<file path="config.mk">
export PLATFORM = sky130hd
export DESIGN_NAME = printf_integer_field_formatter_core_flat
export DESIGN_NICKNAME = d
export VERILOG_FILES = /design/src/hdl/pfmt_pkg.sv /design/src/hdl/pfmt_if.sv /design/src/hdl/printf_integer_field_formatter_core.sv /design/src/hdl/pfmt_datapath.sv /design/src/hdl/pfmt_ctrl.sv /design/src/flat_wrapper.sv
export SDC_FILE = /design/constraint.sdc
export NUM_CORES = 1
export LEC_CHECK = 0
export ABC_AREA = 1
export BUFFER_PORTS_ARGS = -buffer_cell sky130_fd_sc_hd__buf_4
export CORE_MARGIN = 2
export CORE_UTILIZATION = 35
export DETAILED_ROUTE_END_ITERATION = 10
export GPL_ROUTABILITY_DRIVEN = 0
export SKIP_CTS_REPAIR_TIMING = 1
export SLEW_MARGIN = 20
export SYNTH_ARGS = -nofsm -noshare
export SYNTH_HDL_FRONTEND = slang
export SYNTH_SLANG_ARGS = --single-unit
</file>
<file path="constraint.sdc">
create_clock -name clock -period 7.55 [get_ports clock]
set_clock_uncertainty 0.2 [all_clocks]
set_input_delay 0.3775 -clock clock [delete_from_list [all_inputs] [get_ports clock]]
set_output_delay 0.3775 -clock clock [all_outputs]
set_load 0.05 [all_outputs]
</file>
<file path="src/hdl/pfmt_pkg.sv">
// ----------------------------------------------------------------------------
// pfmt_pkg
// Shared types and constants of the integer field formatter.
// ----------------------------------------------------------------------------
package pfmt_pkg;

   localparam logic [2:0] FUNC_SDEC  = 3'd0;
   localparam logic [2:0] FUNC_UDEC  = 3'd1;
   localparam logic [2:0] FUNC_OCT   = 3'd2;
   localparam logic [2:0] FUNC_HEXL  = 3'd3;
   localparam logic [2:0] FUNC_HEXU  = 3'd4;
   localparam logic [2:0] FUNC_PTR   = 3'd5;

   localparam logic [1:0] LEN_INT    = 2'd0;
   localparam logic [1:0] LEN_SHORT  = 2'd1;
   localparam logic [1:0] LEN_LONG   = 2'd2;

   localparam logic [1:0] SMODE_MINUS_ONLY = 2'd0;
   localparam logic [1:0] SMODE_FORCE_PLUS = 2'd1;
   localparam logic [1:0] SMODE_BLANK      = 2'd2;

   localparam logic [7:0] CHAR_ZERO  = 8'h30;
   localparam logic [7:0] CHAR_PLUS  = 8'h2B;
   localparam logic [7:0] CHAR_MINUS = 8'h2D;
   localparam logic [7:0] CHAR_SPACE = 8'h20;
   localparam logic [7:0] CHAR_LOWX  = 8'h78;
   localparam logic [7:0] CHAR_UPX   = 8'h58;
   localparam logic [7:0] CHAR_ALOW  = 8'h57;  // 'a' - 10
   localparam logic [7:0] CHAR_AUP   = 8'h37;  // 'A' - 10

   typedef enum logic [2:0] {
      ST_IDLE,
      ST_CONV,
      ST_PLAN,
      ST_EMIT,
      ST_EMPTY
   } state_type;

   typedef enum logic [2:0] {
      SEG_PAD_L,
      SEG_SIGN,
      SEG_PREFIX,
      SEG_ZEROS,
      SEG_DIGITS,
      SEG_PAD_R
   } seg_type;

   typedef struct packed {
      logic load;
      logic conv_step;
      logic plan;
      logic emit_start;
      logic emit_step;
   } cmd_type;

   typedef struct packed {
      logic conv_done;
      logic is_empty;
      logic emit_last;
   } status_type;

endpackage

</file>
<file path="src/hdl/pfmt_if.sv">
// ----------------------------------------------------------------------------
// pfmt_req_if / pfmt_rsp_if
// Valid/ready channels for conversion requests and output characters.
// ----------------------------------------------------------------------------
interface pfmt_req_if;
   logic        valid;
   logic        ready;
   logic [2:0]  func;
   logic [63:0] value;
   logic [1:0]  length_mode;
   logic [6:0]  field_width;
   logic        has_width;
   logic [5:0]  digit_precision;
   logic        has_precision;
   logic [1:0]  sign_mode;
   logic        left_justify;
   logic        zero_pad;
   logic        alt_form;
   modport source (output valid, func, value, length_mode, field_width, has_width,
                   digit_precision, has_precision, sign_mode, left_justify,
                   zero_pad, alt_form, input ready);
   modport sink (input valid, func, value, length_mode, field_width, has_width,
                 digit_precision, has_precision, sign_mode, left_justify,
                 zero_pad, alt_form, output ready);
endinterface

interface pfmt_rsp_if;
   logic       valid;
   logic       ready;
   logic [7:0] out_char;
   logic       last;
   logic       empty_res;
   modport source (output valid, out_char, last, empty_res, input ready);
   modport sink (input valid, out_char, last, empty_res, output ready);
endinterface

</file>
<file path="src/hdl/printf_integer_field_formatter_core.sv">
// The first character can transfer after the request transfer once the nd digits (up to
// 22, one a cycle) are converted and the field planned; decimal first runs binary-to-BCD
// shifting when it prints digits. An empty result can transfer after conversion and plan.
// Throughput: one character per cycle while rsp.ready is high, up to 64; one request
// at a time, the next one transferring at the earliest after the last character transfer.
// Reset is synchronous, active high, and returns the sequencer to idle.
// ----------------------------------------------------------------------------
// printf_integer_field_formatter_core
// Formats one integer conversion request into a stream of characters.
// ----------------------------------------------------------------------------
module printf_integer_field_formatter_core #(
   parameter int MAX_WIDTH     = 64,
   parameter int MAX_PRECISION = 60
) (
   input  logic  clock,
   input  logic  reset,
   pfmt_req_if.sink   req,
   pfmt_rsp_if.source rsp
);

   pfmt_pkg::cmd_type    cmd;
   pfmt_pkg::status_type status;
   logic [7:0]           char_w;
   logic                 empty_w;

   pfmt_ctrl u_ctrl (
      .clock     (clock),
      .reset     (reset),
      .req_valid (req.valid),
      .req_ready (req.ready),
      .rsp_valid (rsp.valid),
      .rsp_ready (rsp.ready),
      .empty_out (empty_w),
      .cmd       (cmd),
      .status    (status)
   );

   pfmt_datapath #(
      .MAX_WIDTH     (MAX_WIDTH),
      .MAX_PRECISION (MAX_PRECISION)
   ) u_dp (
      .clock               (clock),
      .reset               (reset),
      .cmd                 (cmd),
      .status              (status),
      .req_func            (req.func),
      .req_value           (req.value),
      .req_length_mode     (req.length_mode),
      .req_field_width     (req.field_width),
      .req_has_width       (req.has_width),
      .req_digit_precision (req.digit_precision),
      .req_has_precision   (req.has_precision),
      .req_sign_mode       (req.sign_mode),
      .req_left_justify    (req.left_justify),
      .req_zero_pad        (req.zero_pad),
      .req_alt_form        (req.alt_form),
      .char_out            (char_w)
   );

   assign rsp.out_char  = empty_w ? 8'd0 : char_w;
   assign rsp.empty_res = empty_w;
   assign rsp.last      = empty_w | status.emit_last;

endmodule

</file>
<file path="src/hdl/pfmt_datapath.sv">
// ----------------------------------------------------------------------------
// pfmt_datapath
// Digit conversion (binary-to-BCD shifting for decimal, then one digit per
// cycle into a digit store) and the segment sequencer that produces one
// output character per step.
// ----------------------------------------------------------------------------
module pfmt_datapath #(
   parameter int MAX_WIDTH     = 64,
   parameter int MAX_PRECISION = 60
) (
   input  logic                 clock,
   input  logic                 reset,
   input  pfmt_pkg::cmd_type    cmd,
   output pfmt_pkg::status_type status,
   input  logic [2:0]           req_func,
   input  logic [63:0]          req_value,
   input  logic [1:0]           req_length_mode,
   input  logic [6:0]           req_field_width,
   input  logic                 req_has_width,
   input  logic [5:0]           req_digit_precision,
   input  logic                 req_has_precision,
   input  logic [1:0]           req_sign_mode,
   input  logic                 req_left_justify,
   input  logic                 req_zero_pad,
   input  logic                 req_alt_form,
   output logic [7:0]           char_out
);

   // request latch
   logic [2:0]  func_ff;
   logic [6:0]  fw_ff;
   logic [5:0]  pr_ff;
   logic        hp_ff, lj_ff, zp_ff, af_ff, upper_ff;
   logic [1:0]  sm_ff;
   logic        oct_ff;
   logic        neg_ff, magnz_ff;
   logic [63:0] m_ff;            // binary bits still to shift into bcd_ff
   logic [79:0] bcd_ff;          // digit source, lowest digit at the bottom
   logic [6:0]  dd_cnt_ff;       // BCD shift steps left

   // digit store, written at nd, read at the emit index
   logic [3:0]  dig_mem [0:31];
   logic [5:0]  nd_ff;
   logic        skip_ff;

   // plan
   logic [6:0]  pad_ff, zeros_ff, len_ff;
   logic        has_sign_ff, has_pfx_ff;
   logic [7:0]  sign_ch_ff;

   // emit
   pfmt_pkg::seg_type seg_ff;
   logic [6:0]  cnt_ff;          // items left in current segment
   logic [6:0]  emitted_ff;
   logic [5:0]  didx_ff;
   logic [5:0]  didx_in;
   logic [3:0]  dig_rd_ff;

   // ---------------- load: magnitude ----------------
   logic [63:0] mag_in;
   logic        neg_in;
   logic [6:0]  fw_in;
   logic [5:0]  pr_in;
   logic        skip_in;
   always_comb begin
      neg_in = 1'b0;
      mag_in = 64'd0;
      if (req_func == pfmt_pkg::FUNC_SDEC) begin
         case (req_length_mode)
            pfmt_pkg::LEN_SHORT: begin
               neg_in = req_value[15];
               mag_in = {48'd0, neg_in ? 16'(-req_value[15:0]) : req_value[15:0]};
            end
            pfmt_pkg::LEN_LONG: begin
               neg_in = req_value[63];
               mag_in = neg_in ? -req_value : req_value;
            end
            default: begin
               neg_in = req_value[31];
               mag_in = {32'd0, neg_in ? 32'(-req_value[31:0]) : req_value[31:0]};
            end
         endcase
      end else if (req_func == pfmt_pkg::FUNC_PTR) begin
         mag_in = req_value;
      end else begin
         case (req_length_mode)
            pfmt_pkg::LEN_SHORT: mag_in = {48'd0, req_value[15:0]};
            pfmt_pkg::LEN_LONG:  mag_in = req_value;
            default:             mag_in = {32'd0, req_value[31:0]};
         endcase
      end
      fw_in = 7'd0;
      if (req_has_width)
         fw_in = (32'(req_field_width) > MAX_WIDTH) ? 7'(MAX_WIDTH) : req_field_width;
      pr_in = 6'd0;
      if (req_has_precision)
         pr_in = (32'(req_digit_precision) > MAX_PRECISION) ?
                 6'(MAX_PRECISION) : req_digit_precision;
      skip_in = (mag_in == 64'd0) && req_has_precision && (pr_in == 6'd0);
   end

   // ---------------- conversion step ----------------
   // Decimal first runs 64 shift-and-adjust steps into packed BCD; then
   // every base peels one digit a cycle off the low end of bcd_ff.
   logic [79:0] bcd_adj;
   always_comb begin
      logic [3:0] nib;
      nib = 4'd0;
      for (int k = 0; k < 20; k++) begin
         nib = bcd_ff[4*k +: 4];
         bcd_adj[4*k +: 4] = (nib >= 4'd5) ? nib + 4'd3 : nib;
      end
   end

   logic conv_done;
   assign conv_done = cmd.conv_step && (dd_cnt_ff == 7'd0) &&
                      (skip_ff || (nd_ff != 6'd0 && (bcd_ff == 80'd0 || nd_ff == 6'd32)));
   assign status.conv_done = conv_done;

   always_ff @(posedge clock) begin
      if (cmd.load) begin
         func_ff    <= req_func;
         fw_ff      <= fw_in;
         pr_ff      <= pr_in;
         hp_ff      <= req_has_precision;
         lj_ff      <= req_left_justify;
         zp_ff      <= req_zero_pad;
         af_ff      <= req_alt_form;
         sm_ff      <= req_sign_mode;
         neg_ff     <= neg_in;
         magnz_ff   <= (mag_in != 64'd0);
         m_ff       <= mag_in;
         upper_ff   <= (req_func == pfmt_pkg::FUNC_HEXU);
         oct_ff     <= (req_func == pfmt_pkg::FUNC_OCT);
         case (req_func) inside
            pfmt_pkg::FUNC_OCT, pfmt_pkg::FUNC_HEXL, pfmt_pkg::FUNC_HEXU,
            pfmt_pkg::FUNC_PTR: begin
               bcd_ff    <= {16'd0, mag_in};
               dd_cnt_ff <= 7'd0;
            end
            default: begin
               bcd_ff    <= 80'd0;
               dd_cnt_ff <= skip_in ? 7'd0 : 7'd64;
            end
         endcase
         nd_ff       <= 6'd0;
         skip_ff     <= skip_in;
      end else if (cmd.conv_step && !conv_done) begin
         if (dd_cnt_ff != 7'd0) begin
            bcd_ff    <= {bcd_adj[78:0], m_ff[63]};
            m_ff      <= {m_ff[62:0], 1'b0};
            dd_cnt_ff <= dd_cnt_ff - 7'd1;
         end else begin
            dig_mem[nd_ff[4:0]] <= oct_ff ? {1'b0, bcd_ff[2:0]} : bcd_ff[3:0];
            nd_ff  <= nd_ff + 6'd1;
            bcd_ff <= oct_ff ? {3'd0, bcd_ff[79:3]} : {4'd0, bcd_ff[79:4]};
         end
      end
   end

   // ---------------- plan ----------------
   logic [6:0] zeros_p, content_p, pad_p, zeros_f;
   logic       sign_p, pfx_p;
   logic [7:0] sign_ch_p;
   always_comb begin
      sign_p    = 1'b0;
      sign_ch_p = pfmt_pkg::CHAR_MINUS;
      if (func_ff == pfmt_pkg::FUNC_SDEC) begin
         if (neg_ff) begin
            sign_p = 1'b1;
         end else if (sm_ff == pfmt_pkg::SMODE_FORCE_PLUS) begin
            sign_p = 1'b1; sign_ch_p = pfmt_pkg::CHAR_PLUS;
         end else if (sm_ff == pfmt_pkg::SMODE_BLANK) begin
            sign_p = 1'b1; sign_ch_p = pfmt_pkg::CHAR_SPACE;
         end
      end
      zeros_p = (hp_ff && pr_ff > nd_ff) ? 7'(pr_ff - nd_ff) : 7'd0;
      pfx_p   = 1'b0;
      if (func_ff == pfmt_pkg::FUNC_OCT && af_ff) begin
         if (zeros_p == 7'd0 && (magnz_ff || nd_ff == 6'd0)) zeros_p = 7'd1;
      end else if (func_ff == pfmt_pkg::FUNC_PTR) begin
         pfx_p = 1'b1;
      end else if ((func_ff == pfmt_pkg::FUNC_HEXL || func_ff == pfmt_pkg::FUNC_HEXU)
                   && af_ff && magnz_ff) begin
         pfx_p = 1'b1;
      end
      content_p = 7'(sign_p) + (pfx_p ? 7'd2 : 7'd0) + zeros_p + 7'(nd_ff);
      zeros_f   = zeros_p;
      if (zp_ff && !lj_ff && !hp_ff && fw_ff > content_p) begin
         zeros_f   = zeros_p + (fw_ff - content_p);
         content_p = fw_ff;
      end
      pad_p = (fw_ff > content_p) ? 7'(fw_ff - content_p) : 7'd0;
   end

   always_ff @(posedge clock) begin
      if (cmd.plan) begin
         pad_ff      <= pad_p;
         zeros_ff    <= zeros_f;
         has_sign_ff <= sign_p;
         has_pfx_ff  <= pfx_p;
         sign_ch_ff  <= sign_ch_p;
         len_ff      <= content_p + pad_p;
      end
   end
   assign status.is_empty = (len_ff == 7'd0);

   // ---------------- emit sequencer ----------------
   // Finds the first nonempty segment at or after seg s, else SEG_PAD_R.
   function automatic pfmt_pkg::seg_type first_seg(
      input pfmt_pkg::seg_type s, input logic lj, input logic [6:0] pad,
      input logic sg, input logic pf, input logic [6:0] zr, input logic [5:0] nd);
      pfmt_pkg::seg_type r;
      r = pfmt_pkg::SEG_PAD_R;
      if (s <= pfmt_pkg::SEG_PAD_L && !lj && pad != 7'd0)       r = pfmt_pkg::SEG_PAD_L;
      else if (s <= pfmt_pkg::SEG_SIGN && sg)                    r = pfmt_pkg::SEG_SIGN;
      else if (s <= pfmt_pkg::SEG_PREFIX && pf)                  r = pfmt_pkg::SEG_PREFIX;
      else if (s <= pfmt_pkg::SEG_ZEROS && zr != 7'd0)           r = pfmt_pkg::SEG_ZEROS;
      else if (s <= pfmt_pkg::SEG_DIGITS && nd != 6'd0)          r = pfmt_pkg::SEG_DIGITS;
      return r;
   endfunction

   function automatic logic [6:0] seg_len(
      input pfmt_pkg::seg_type s, input logic [6:0] pad, input logic [6:0] zr,
      input logic [5:0] nd);
      logic [6:0] r;
      case (s) inside
         pfmt_pkg::SEG_PAD_L, pfmt_pkg::SEG_PAD_R: r = pad;
         pfmt_pkg::SEG_SIGN:   r = 7'd1;
         pfmt_pkg::SEG_PREFIX: r = 7'd2;
         pfmt_pkg::SEG_ZEROS:  r = zr;
         default:              r = 7'(nd);
      endcase
      return r;
   endfunction

   pfmt_pkg::seg_type nseg;
   always_comb begin
      nseg = pfmt_pkg::SEG_PAD_R;
      case (seg_ff)
         pfmt_pkg::SEG_PAD_L:  nseg = first_seg(pfmt_pkg::SEG_SIGN, lj_ff, pad_ff,
                                     has_sign_ff, has_pfx_ff, zeros_ff, nd_ff);
         pfmt_pkg::SEG_SIGN:   nseg = first_seg(pfmt_pkg::SEG_PREFIX, lj_ff, pad_ff,
                                     has_sign_ff, has_pfx_ff, zeros_ff, nd_ff);
         pfmt_pkg::SEG_PREFIX: nseg = first_seg(pfmt_pkg::SEG_ZEROS, lj_ff, pad_ff,
                                     has_sign_ff, has_pfx_ff, zeros_ff, nd_ff);
         pfmt_pkg::SEG_ZEROS:  nseg = first_seg(pfmt_pkg::SEG_DIGITS, lj_ff, pad_ff,
                                     has_sign_ff, has_pfx_ff, zeros_ff, nd_ff);
         default:              nseg = pfmt_pkg::SEG_PAD_R;
      endcase
   end

   pfmt_pkg::seg_type sseg;
   assign sseg = first_seg(pfmt_pkg::SEG_PAD_L, lj_ff, pad_ff, has_sign_ff,
                           has_pfx_ff, zeros_ff, nd_ff);

   // next digit index; the store is read at that address into a register, ahead of use
   always_comb begin
      didx_in = didx_ff;
      if (cmd.emit_start)
         didx_in = nd_ff - 6'd1;
      else if (cmd.emit_step && seg_ff == pfmt_pkg::SEG_DIGITS)
         didx_in = didx_ff - 6'd1;
   end

   always_ff @(posedge clock) begin
      dig_rd_ff <= dig_mem[didx_in[4:0]];
   end

   always_comb begin
      case (seg_ff) inside
         pfmt_pkg::SEG_PAD_L, pfmt_pkg::SEG_PAD_R: char_out = pfmt_pkg::CHAR_SPACE;
         pfmt_pkg::SEG_SIGN:   char_out = sign_ch_ff;
         pfmt_pkg::SEG_PREFIX: char_out = (cnt_ff == 7'd2) ? pfmt_pkg::CHAR_ZERO :
                                          (upper_ff ? pfmt_pkg::CHAR_UPX : pfmt_pkg::CHAR_LOWX);
         pfmt_pkg::SEG_ZEROS:  char_out = pfmt_pkg::CHAR_ZERO;
         default: char_out = (dig_rd_ff < 4'd10) ? (pfmt_pkg::CHAR_ZERO + 8'(dig_rd_ff)) :
                             ((upper_ff ? pfmt_pkg::CHAR_AUP : pfmt_pkg::CHAR_ALOW)
                              + 8'(dig_rd_ff));
      endcase
   end

   assign status.emit_last = (emitted_ff + 7'd1 == len_ff);

   always_ff @(posedge clock) begin
      if (reset) begin
         seg_ff     <= pfmt_pkg::SEG_PAD_L;
         cnt_ff     <= 7'd0;
         emitted_ff <= 7'd0;
         didx_ff    <= 6'd0;
      end else begin
         didx_ff <= didx_in;
         if (cmd.emit_start) begin
            seg_ff     <= sseg;
            cnt_ff     <= seg_len(sseg, pad_ff, zeros_ff, nd_ff);
            emitted_ff <= 7'd0;
         end else if (cmd.emit_step) begin
            emitted_ff <= emitted_ff + 7'd1;
            if (cnt_ff == 7'd1) begin
               seg_ff <= nseg;
               cnt_ff <= seg_len(nseg, pad_ff, zeros_ff, nd_ff);
            end else begin
               cnt_ff <= cnt_ff - 7'd1;
            end
         end
      end
   end

endmodule

</file>
<file path="src/hdl/pfmt_ctrl.sv">
// ----------------------------------------------------------------------------
// pfmt_ctrl
// Sequencer: accepts a request, runs digit conversion, plans the field
// and steps the emitter as the result channel takes characters.
// ----------------------------------------------------------------------------
module pfmt_ctrl (
   input  logic                 clock,
   input  logic                 reset,
   input  logic                 req_valid,
   output logic                 req_ready,
   output logic                 rsp_valid,
   input  logic                 rsp_ready,
   output logic                 empty_out,
   output pfmt_pkg::cmd_type    cmd,
   input  pfmt_pkg::status_type status
);

   pfmt_pkg::state_type state_ff, state_in;

   always_ff @(posedge clock) begin
      if (reset) state_ff <= pfmt_pkg::ST_IDLE;
      else       state_ff <= state_in;
   end

   always_comb begin
      state_in  = state_ff;
      cmd       = '0;
      req_ready = 1'b0;
      rsp_valid = 1'b0;
      empty_out = 1'b0;
      unique case (state_ff)
         pfmt_pkg::ST_IDLE: begin
            req_ready = 1'b1;
            if (req_valid) begin
               cmd.load = 1'b1;
               state_in = pfmt_pkg::ST_CONV;
            end
         end
         pfmt_pkg::ST_CONV: begin
            cmd.conv_step = 1'b1;
            if (status.conv_done) state_in = pfmt_pkg::ST_PLAN;
         end
         pfmt_pkg::ST_PLAN: begin
            // plan registers land this cycle; start the emitter next
            cmd.plan = 1'b1;
            state_in = pfmt_pkg::ST_EMPTY;
         end
         pfmt_pkg::ST_EMPTY: begin
            if (status.is_empty) begin
               rsp_valid = 1'b1;
               empty_out = 1'b1;
               if (rsp_ready) state_in = pfmt_pkg::ST_IDLE;
            end else begin
               cmd.emit_start = 1'b1;
               state_in = pfmt_pkg::ST_EMIT;
            end
         end
         pfmt_pkg::ST_EMIT: begin
            rsp_valid = 1'b1;
            if (rsp_ready) begin
               cmd.emit_step = 1'b1;
               if (status.emit_last) state_in = pfmt_pkg::ST_IDLE;
            end
         end
         default: state_in = pfmt_pkg::ST_IDLE;
      endcase
   end

endmodule
</file>
<file path="src/flat_wrapper.sv">
// flat-port wrapper written by rule: the top's interface ports become plain ports
module printf_integer_field_formatter_core_flat 
#(
   parameter int MAX_WIDTH     = 64,
   parameter int MAX_PRECISION = 60
)
  (clock, reset, req_valid, req_func, req_value, req_length_mode, req_field_width, req_has_width, req_digit_precision, req_has_precision, req_sign_mode, req_left_justify, req_zero_pad, req_alt_form, req_ready, rsp_valid, rsp_out_char, rsp_last, rsp_empty_res, rsp_ready);
  pfmt_req_if req_i ();
  pfmt_rsp_if rsp_i ();
  input  logic clock;
  input  logic reset;
  input wire logic [$bits(req_i.valid)-1:0] req_valid;
  input wire logic [$bits(req_i.func)-1:0] req_func;
  input wire logic [$bits(req_i.value)-1:0] req_value;
  input wire logic [$bits(req_i.length_mode)-1:0] req_length_mode;
  input wire logic [$bits(req_i.field_width)-1:0] req_field_width;
  input wire logic [$bits(req_i.has_width)-1:0] req_has_width;
  input wire logic [$bits(req_i.digit_precision)-1:0] req_digit_precision;
  input wire logic [$bits(req_i.has_precision)-1:0] req_has_precision;
  input wire logic [$bits(req_i.sign_mode)-1:0] req_sign_mode;
  input wire logic [$bits(req_i.left_justify)-1:0] req_left_justify;
  input wire logic [$bits(req_i.zero_pad)-1:0] req_zero_pad;
  input wire logic [$bits(req_i.alt_form)-1:0] req_alt_form;
  output wire logic [$bits(req_i.ready)-1:0] req_ready;
  output wire logic [$bits(rsp_i.valid)-1:0] rsp_valid;
  output wire logic [$bits(rsp_i.out_char)-1:0] rsp_out_char;
  output wire logic [$bits(rsp_i.last)-1:0] rsp_last;
  output wire logic [$bits(rsp_i.empty_res)-1:0] rsp_empty_res;
  input wire logic [$bits(rsp_i.ready)-1:0] rsp_ready;
  assign req_i.valid = req_valid;
  assign req_i.func = req_func;
  assign req_i.value = req_value;
  assign req_i.length_mode = req_length_mode;
  assign req_i.field_width = req_field_width;
  assign req_i.has_width = req_has_width;
  assign req_i.digit_precision = req_digit_precision;
  assign req_i.has_precision = req_has_precision;
  assign req_i.sign_mode = req_sign_mode;
  assign req_i.left_justify = req_left_justify;
  assign req_i.zero_pad = req_zero_pad;
  assign req_i.alt_form = req_alt_form;
  assign req_ready = req_i.ready;
  assign rsp_valid = rsp_i.valid;
  assign rsp_out_char = rsp_i.out_char;
  assign rsp_last = rsp_i.last;
  assign rsp_empty_res = rsp_i.empty_res;
  assign rsp_i.ready = rsp_ready;
  printf_integer_field_formatter_core #(.MAX_WIDTH(MAX_WIDTH), .MAX_PRECISION(MAX_PRECISION)) u_core (.clock(clock), .reset(reset), .req(req_i), .rsp(rsp_i));
endmodule
</file>
## After elaboration in Yosys (flattened, before gate mapping)

Memories as Yosys holds them, arrays and structs flattened. A register that Yosys moved wholly into a read port is not among the register bits.
Cells that the tools add are included.

- Output and inout port bits: 12
- Memories: 1
- RAM bits: 128
- Logic and storage cells: 312
- Bits of input ports: 93
- Flip-flop bits (word level): 239

- $lt $le $gt $ge: 26
- Add/subtract/negate cells: 39
- Eq/ne operators: 38
- Bitwise logic cells: 4
- Muxes and demuxes: 115
- Reduce and logical (&&, ||, !) cells: 58

Memory list:

| name | words | bits a word | read ports | clocked after Yosys merged registers in | write ports | RTL line | RTL |
|---|---|---|---|---|---|---|---|
| u_core.u_dp.dig_mem | 32 | 4 | 1 | 1 | 1 | pfmt_datapath.sv:42 | `logic [3:0] dig_mem [0:31];` |

Operator list:

| kind | count |
|---|---|
| two-way mux 64 bit | 7 |
| one-hot mux 64 bit (2 select lines) | 2 |
| two-way mux 80 bit | 3 |
| two-way mux 7 bit | 25 |
| two-way mux 4 bit | 21 |
| greater-or-equal comparator 4 x 3 -> 1 bit (second input constant) | 20 |
| zero test 80 bit | 1 |
| two-way mux 77 bit | 1 |
| adder 4 x 2 -> 4 bit (second input constant) | 19 |
| zero test 64 bit | 1 |
| negation 64 bit | 1 |
| nonzero test 64 bit | 1 |
| two-way mux 8 bit | 6 |
| two-way mux 3 bit | 15 |
| == test 3 x 2 -> 1 bit (second input constant) | 12 |
| two-way mux 32 bit | 1 |
| negation 32 bit | 1 |
| two-way mux 6 bit | 5 |
| == test 3 bit (second input constant) | 9 |
| two-way mux 1 bit | 23 |
| zero test 7 bit | 3 |
| nonzero test 7 bit | 3 |
| zero test 3 bit | 6 |
| logical AND 1 bit | 16 |
| other kinds (46) | 78 |

## Logic depth before layout (Yosys ltp)

- Word-level depth: 17
- Mapped depth: 57
- Mapped depth without buffers: 55

## Cells and area by module

From an unflattened synthesis, not the netlist that was laid out.

- Cell total of the unflattened synthesis: 3205
- Area, all modules: 25170.4 µm²

Modules (own cells, without submodules):

| module | cells each | area each (µm²) | instances |
|---|---|---|---|
| pfmt_datapath | 3133 | 24802.5 | 1 |
| pfmt_ctrl | 52 | 285.3 | 1 |
| printf_integer_field_formatter_core | 20 | 82.6 | 1 |

## Worst setup path before layout

No wires, ideal clock.

- Kind: reg-to-reg
- From: register u_core.u_dp.nd_ff[4]
- To: register u_core.u_dp.len_ff[6] (data pin)
- Clock period less this slack: 7.639 ns
- Arrival: 7.186 ns
- Buffers on the path: 2
- Library setup time: 0.253 ns
- Path slack: -0.089 ns
- Stages on the path, launching flop included: 52
- Cells stage by stage: dfxtp_1 clkbuf_2 inv_1 ha_1 a21oi_1 inv_1 a21oi_1 o21ai_2 nand2_2 nor2_1 nor3_1 a41oi_1 fa_1 inv_1 ha_1 inv_1 fa_1 xnor2_1 (+16 left out) o21bai_1 nand2_1 inv_1 or2_2 a21oi_1 nor2_1 ha_1 fa_1 a21oi_1 o21bai_1 a21oi_1 inv_1 a21oi_1 inv_1 nand3_1 nand2_1 nand3_1 nand2_1

- Word-level cells in the longest chain between the ends: 15
- Elaborated cells between the ends (all ways): 19
- Those cells by class: add/sub: 5; order compare: 3; mux: 5; reduce/logical: 6

RTL lines:

| item | RTL line | RTL |
|---|---|---|
| from (decl) | pfmt_datapath.sv:43 | `logic [5:0] nd_ff;` |
| from (signal assigned) | pfmt_datapath.sv:155 | `nd_ff <= nd_ff + 6'd1;` |
| > comparator 6 bit | pfmt_datapath.sv:177 | `zeros_p = (hp_ff && pr_ff > nd_ff) ? 7'(pr_ff - nd_ff) : 7'd0;` |
| logical AND 1 bit | pfmt_datapath.sv:177 |  |
| two-way mux 7 bit | pfmt_datapath.sv:177 |  |
| zero test 7 bit | pfmt_datapath.sv:180 | `if (zeros_p == 7'd0 && (magnz_ff \|\| nd_ff == 6'd0)) zeros_p = 7'd1;` |
| logical AND 1 bit | pfmt_datapath.sv:180 |  |
| two-way mux 7 bit | pfmt_datapath.sv:180 |  |
| two-way mux 7 bit | pfmt_datapath.sv:179 | `if (func_ff == pfmt_pkg::FUNC_OCT && af_ff) begin` |
| adder 3 x 7 -> 7 bit | pfmt_datapath.sv:187 | `content_p = 7'(sign_p) + (pfx_p ? 7'd2 : 7'd0) + zeros_p + 7'(nd_ff);` |
| adder 7 x 6 -> 7 bit (*) | pfmt_datapath.sv:187 |  |
| > comparator 7 bit | pfmt_datapath.sv:189 | `if (zp_ff && !lj_ff && !hp_ff && fw_ff > content_p) begin` |
| logical AND 1 bit | pfmt_datapath.sv:189 |  |
| two-way mux 7 bit (*) | pfmt_datapath.sv:189 |  |
| subtractor 7 bit or > comparator 7 bit (tied branches) | pfmt_datapath.sv:193 | `pad_p = (fw_ff > content_p) ? 7'(fw_ff - content_p) : 7'd0;` |
| two-way mux 7 bit (*) | pfmt_datapath.sv:193 |  |
| named net u_core.u_dp.pad_p[0] | pfmt_datapath.sv:162 | `logic [6:0] zeros_p, content_p, pad_p, zeros_f;` |
| adder 7 bit (*) | pfmt_datapath.sv:203 | `len_ff <= content_p + pad_p;` |
| to (signal assigned) | pfmt_datapath.sv:203 |  |
| to (decl) | pfmt_datapath.sv:47 | `logic [6:0] pad_ff, zeros_ff, len_ff;` |

The timed path passes the listed nets; every way through them passes the cells marked *.
A chain may end at the register's enable or synchronous reset.

## Worst setup path in the final report

- From: register u_core.u_dp.pr_ff[4]
- To: register u_core.u_dp.len_ff[6] (data pin)

- Word-level cells in the longest chain between the ends: 15
- Elaborated cells between the ends (all ways): 17
- Those cells by class: add/sub: 5; order compare: 3; mux: 5; reduce/logical: 4

RTL lines:

| item | RTL line | RTL |
|---|---|---|
| from (decl) | pfmt_datapath.sv:32 | `logic [5:0] pr_ff;` |
| from (signal assigned) | pfmt_datapath.sv:124 | `pr_ff <= pr_in;` |
| > comparator 6 bit | pfmt_datapath.sv:177 |  |
| logical AND 1 bit | pfmt_datapath.sv:177 |  |
| two-way mux 7 bit (*) | pfmt_datapath.sv:177 |  |
| zero test 7 bit | pfmt_datapath.sv:180 |  |
| logical AND 1 bit | pfmt_datapath.sv:180 |  |
| two-way mux 7 bit | pfmt_datapath.sv:180 |  |
| two-way mux 7 bit (*) | pfmt_datapath.sv:179 |  |
| adder 3 x 7 -> 7 bit (*) | pfmt_datapath.sv:187 |  |
| adder 7 x 6 -> 7 bit (*) | pfmt_datapath.sv:187 |  |
| > comparator 7 bit | pfmt_datapath.sv:189 |  |
| logical AND 1 bit | pfmt_datapath.sv:189 |  |
| two-way mux 7 bit (*) | pfmt_datapath.sv:189 |  |
| subtractor 7 bit or > comparator 7 bit (tied branches) | pfmt_datapath.sv:193 |  |
| two-way mux 7 bit (*) | pfmt_datapath.sv:193 |  |
| named net u_core.u_dp.pad_p[0] | pfmt_datapath.sv:162 |  |
| adder 7 bit (*) | pfmt_datapath.sv:203 |  |

Marked as above.

==> flow_metrics.py <==
metrics = {
    "final_layout": {
        "syn_to_final_growth_pct": 15.5,
        "antenna_cells": 0,
        "largest_reg_flops": 128,
        "stdcell_count": 4292,
        "final_nets": 3535,
        "fillCellCount": 7277,
        "post-route-util": 0.410,
        "drive_above_1_share": 0.128,
    },
    "sta": {
        "slew_violations": 0,
        "period_share": 1.00,
        "worst_slack_ns": -0.00619,
        "finalSetupViolCount": 1,
        "max_freq_ghz": 0.132,
        "grt_setup_unrepaired": "yes",
        "tightestPinTransition_ns": 1.02,
        "timing.slew.headroom": 0.319,
        "period_needed_ns": 7.56,
        "hold_viol": 0,
        "hold_ws_ns": 0.00502,
    },
    "floorplanning": {
        "die_h_um": 273,
        "die_area_um2": 74700,
        "fp-row-count": 98,
        "initial_core_util": 0.354,
        "die_w_um": 273,
        "pin_count": 105,
        "core-area_um2": 71600,
    },
    "synthesis": {
        "avgSynthCellArea_um2": 7.98,
        "synth.net_count": 3405,
        "async_reset_ff_frac": 0,
        "ys_ff_latch": 367,
        "ys_types": 60,
        "synthTopCellsByCount": "nand2_1, inv_1, edfxtp_1, nor2_1, o21ai_0",
        "synthMostInstantiatedCell": "nand2_1",
        "synth_edf_count": 332,
        "synth.cell_area_um2": 25400,
        "ys_warn_count": 0,
        "syn-instance-count": 3181,
        "yosysSeqAreaShare": 0.420,
        "synth_top_cell_by_area": "edfxtp_1",
        "yosysTopAreaCellShare": 0.393,
        "yosys_most_used_dff": "edfxtp_1",
        "synth_area_leaders": "edfxtp_1, nand2_1, o21ai_0",
    },
    "pwr": {
        "p_leak_nw": 11.9,
        "powerDensity_nw_per_um2": 373,
        "peakVddDrop_uv": 234,
    },
    "detailed_routing": {
        "drc_errors": 0,
        "via_count": 22600,
        "wire_per_inst_um": 17.4,
        "wirelength_mm": 74.9,
        "vias_per_cell": 5.28,
        "drtIter0Drc": 2143,
        "postRouteAntennaNets": 0,
        "first_pass_iters": 6,
    },
    "setup_path": {
        "cpPeakStageDelay_ns": 0.42,
        "cp.required_ns": 7.69,
        "crit_type": "reg2reg",
        "crit_arrival_ns": 7.70,
        "startpoint": "u_core.u_dp.pr_ff[4]",
        "cp_slowest_cell": "fa_2",
        "path_max_fanout": 8,
        "startpoint_type": "register",
        "endpoint_kind": "register",
        "reg2reg_from": "u_core.u_dp.pr_ff[4]",
    },
    "clock_network": {
        "cts.htree.levels": 2,
        "cts_tree": "built",
        "clock_sinks": 367,
        "cts_root_buf": "clkbuf_16",
        "numCtsBuffers": 41,
        "clkTransAtPathRegs_ns": 0.06,
        "cts_buffer_depth": 3,
        "worstSkewPairLatency_ns": 0.59,
    },
    "job": {
        "maxCapViolCount": 0,
    },
    "grt": {
        "grt_pass1_vias": 21100,
        "grt_max_degree": 79,
        "grt_pass1_wl_mm": 117,
        "gr-total-overflow": 0,
        "grtUsageTotal": 0.195,
        "grt_antenna_before_repair": 1,
    },
    "status": {
        "status": "finished with violations",
        "violations": "negative setup slack",
    },
    "placed_design": {
        "portBuffers": 103,
        "hpwl_mm": 52.8,
        "numPlacedInstances": 4185,
    },
    "worst_hold_path": {
        "hold_start": "rsp_ready",
        "min_path_type": "in2reg",
    },
}
==> worst max-delay path: cells and delay by family (launching register included) <==
| kind | cells | cell delay [ns] |
|---|---|---|
| adders and majority gates | 8 | 2.25 |
| xor gates and xnor gates | 1 | 0.20 |
| DFF | 1 | 0.41 |
| and+or+nand+nor | 16 | 1.67 |
| AOI/OAI and AO/OA | 14 | 1.89 |
| buffers and inverters | 9 | 0.65 |
==> area by class of cell <==
| class | instances | area (um^2) | share of cell area |
|---|---|---|---|
| Clock buffer | 47 | 1050 | 0.0358 |
| Clock inverter | 27 | 303 | 0.0103 |
| Inverter | 377 | 1420 | 0.0484 |
| Multi-Input combinational cell | 2322 | 13100 | 0.447 |
| Sequential cell | 367 | 10700 | 0.364 |
| Tap cell | 950 | 1190 | 0.0405 |
| Timing Repair Buffer | 202 | 1580 | 0.0538 |
==> cell usage in the layout, fill, tap and decap left out, types with 23 or more instances in the layout <==
| cell | Yosys | final |
|---|---|---|
| clkbuf_16 | 0 | 41 |
| xor2_1 | 67 | 67 |
| a21oi_1 | 153 | 146 |
| or2_2 | 43 | 42 |
| nor3_1 | 31 | 28 |
| dfxtp_1 | 35 | 34 |
| nand2_1 | 666 | 660 |
| o21ai_0 | 308 | 305 |
| o211ai_1 | 80 | 80 |
| nand3_1 | 215 | 214 |
| nand4_1 | 56 | 56 |
| inv_2 | 19 | 27 |
| edfxtp_1 | 332 | 332 |
| nor2_1 | 319 | 307 |
| o21ai_1 | 27 | 25 |
| ha_1 | 119 | 109 |
| inv_1 | 353 | 344 |
| buf_4 | 3 | 179 |
| o221ai_1 | 23 | 23 |
==> routing by layer <==
metal / global-route usage / routed length, um / vias to the layer above
met4: 0.0546 / 1800 / 2
met5: 0 / 13 / -
li1: - / - / 11200
met3: 0.0292 / 4850 / 112
met1: 0.267 / 33600 / 10700
met2: 0.320 / 34700 / 673
==> per-stage QoR <==
stage | setup slack [ns] | power, mW | TNS (ns) | area (um^2)
global route | -0.383 | 11.8 | -0.560 | 29300
global placement | -0.0594 | 8.67 | -0.0594 | 27400
detailed placement | -0.279 | 8.71 | -0.279 | 27400
finish | -0.00619 | 10.9 | -0.00619 | 29300
floorplan | 0.0207 | 7.30 | 0 | 25400
CTS | -0.299 | 10.8 | -0.299 | 28700
==> cells by family (layout without fill, tap and decap cells) <==
group,count (synthesis),after routing,synth area share
XOR/XNOR,80,80,0.0279
adder cells (fa/ha/maj),131,131,0.0681
AO/OA/AOI/OAI,711,711,0.166
other,1,1,0.000148
flip-flops,367,367,0.420
buffers and inverters,492,653,0.0767
AND/OR/NAND/NOR,1399,1399,0.241
==> power by group <==
group	internal [mW]	total, mW	leakage, nW	switching, mW
Sequential	3.32	3.68	3.43	0.364
Combinational	1.84	5.21	7.87	3.37
Clock	1.18	2.05	0.654	0.873
==> worst paths after layout <==
kind / slack (ns) / cells past startpoint / to
hold / removal: 0.005 / 4 / u_core.u_dp.emitted_ff[1]
setup reg to reg: -0.006 / 48 / u_core.u_dp.len_ff[6]
hold reg to reg: 0.29 / 2 / u_core.u_dp.emitted_ff[1]
setup / recovery: -0.006 / 48 / u_core.u_dp.len_ff[6]
(Power assumes the default switching activity.)
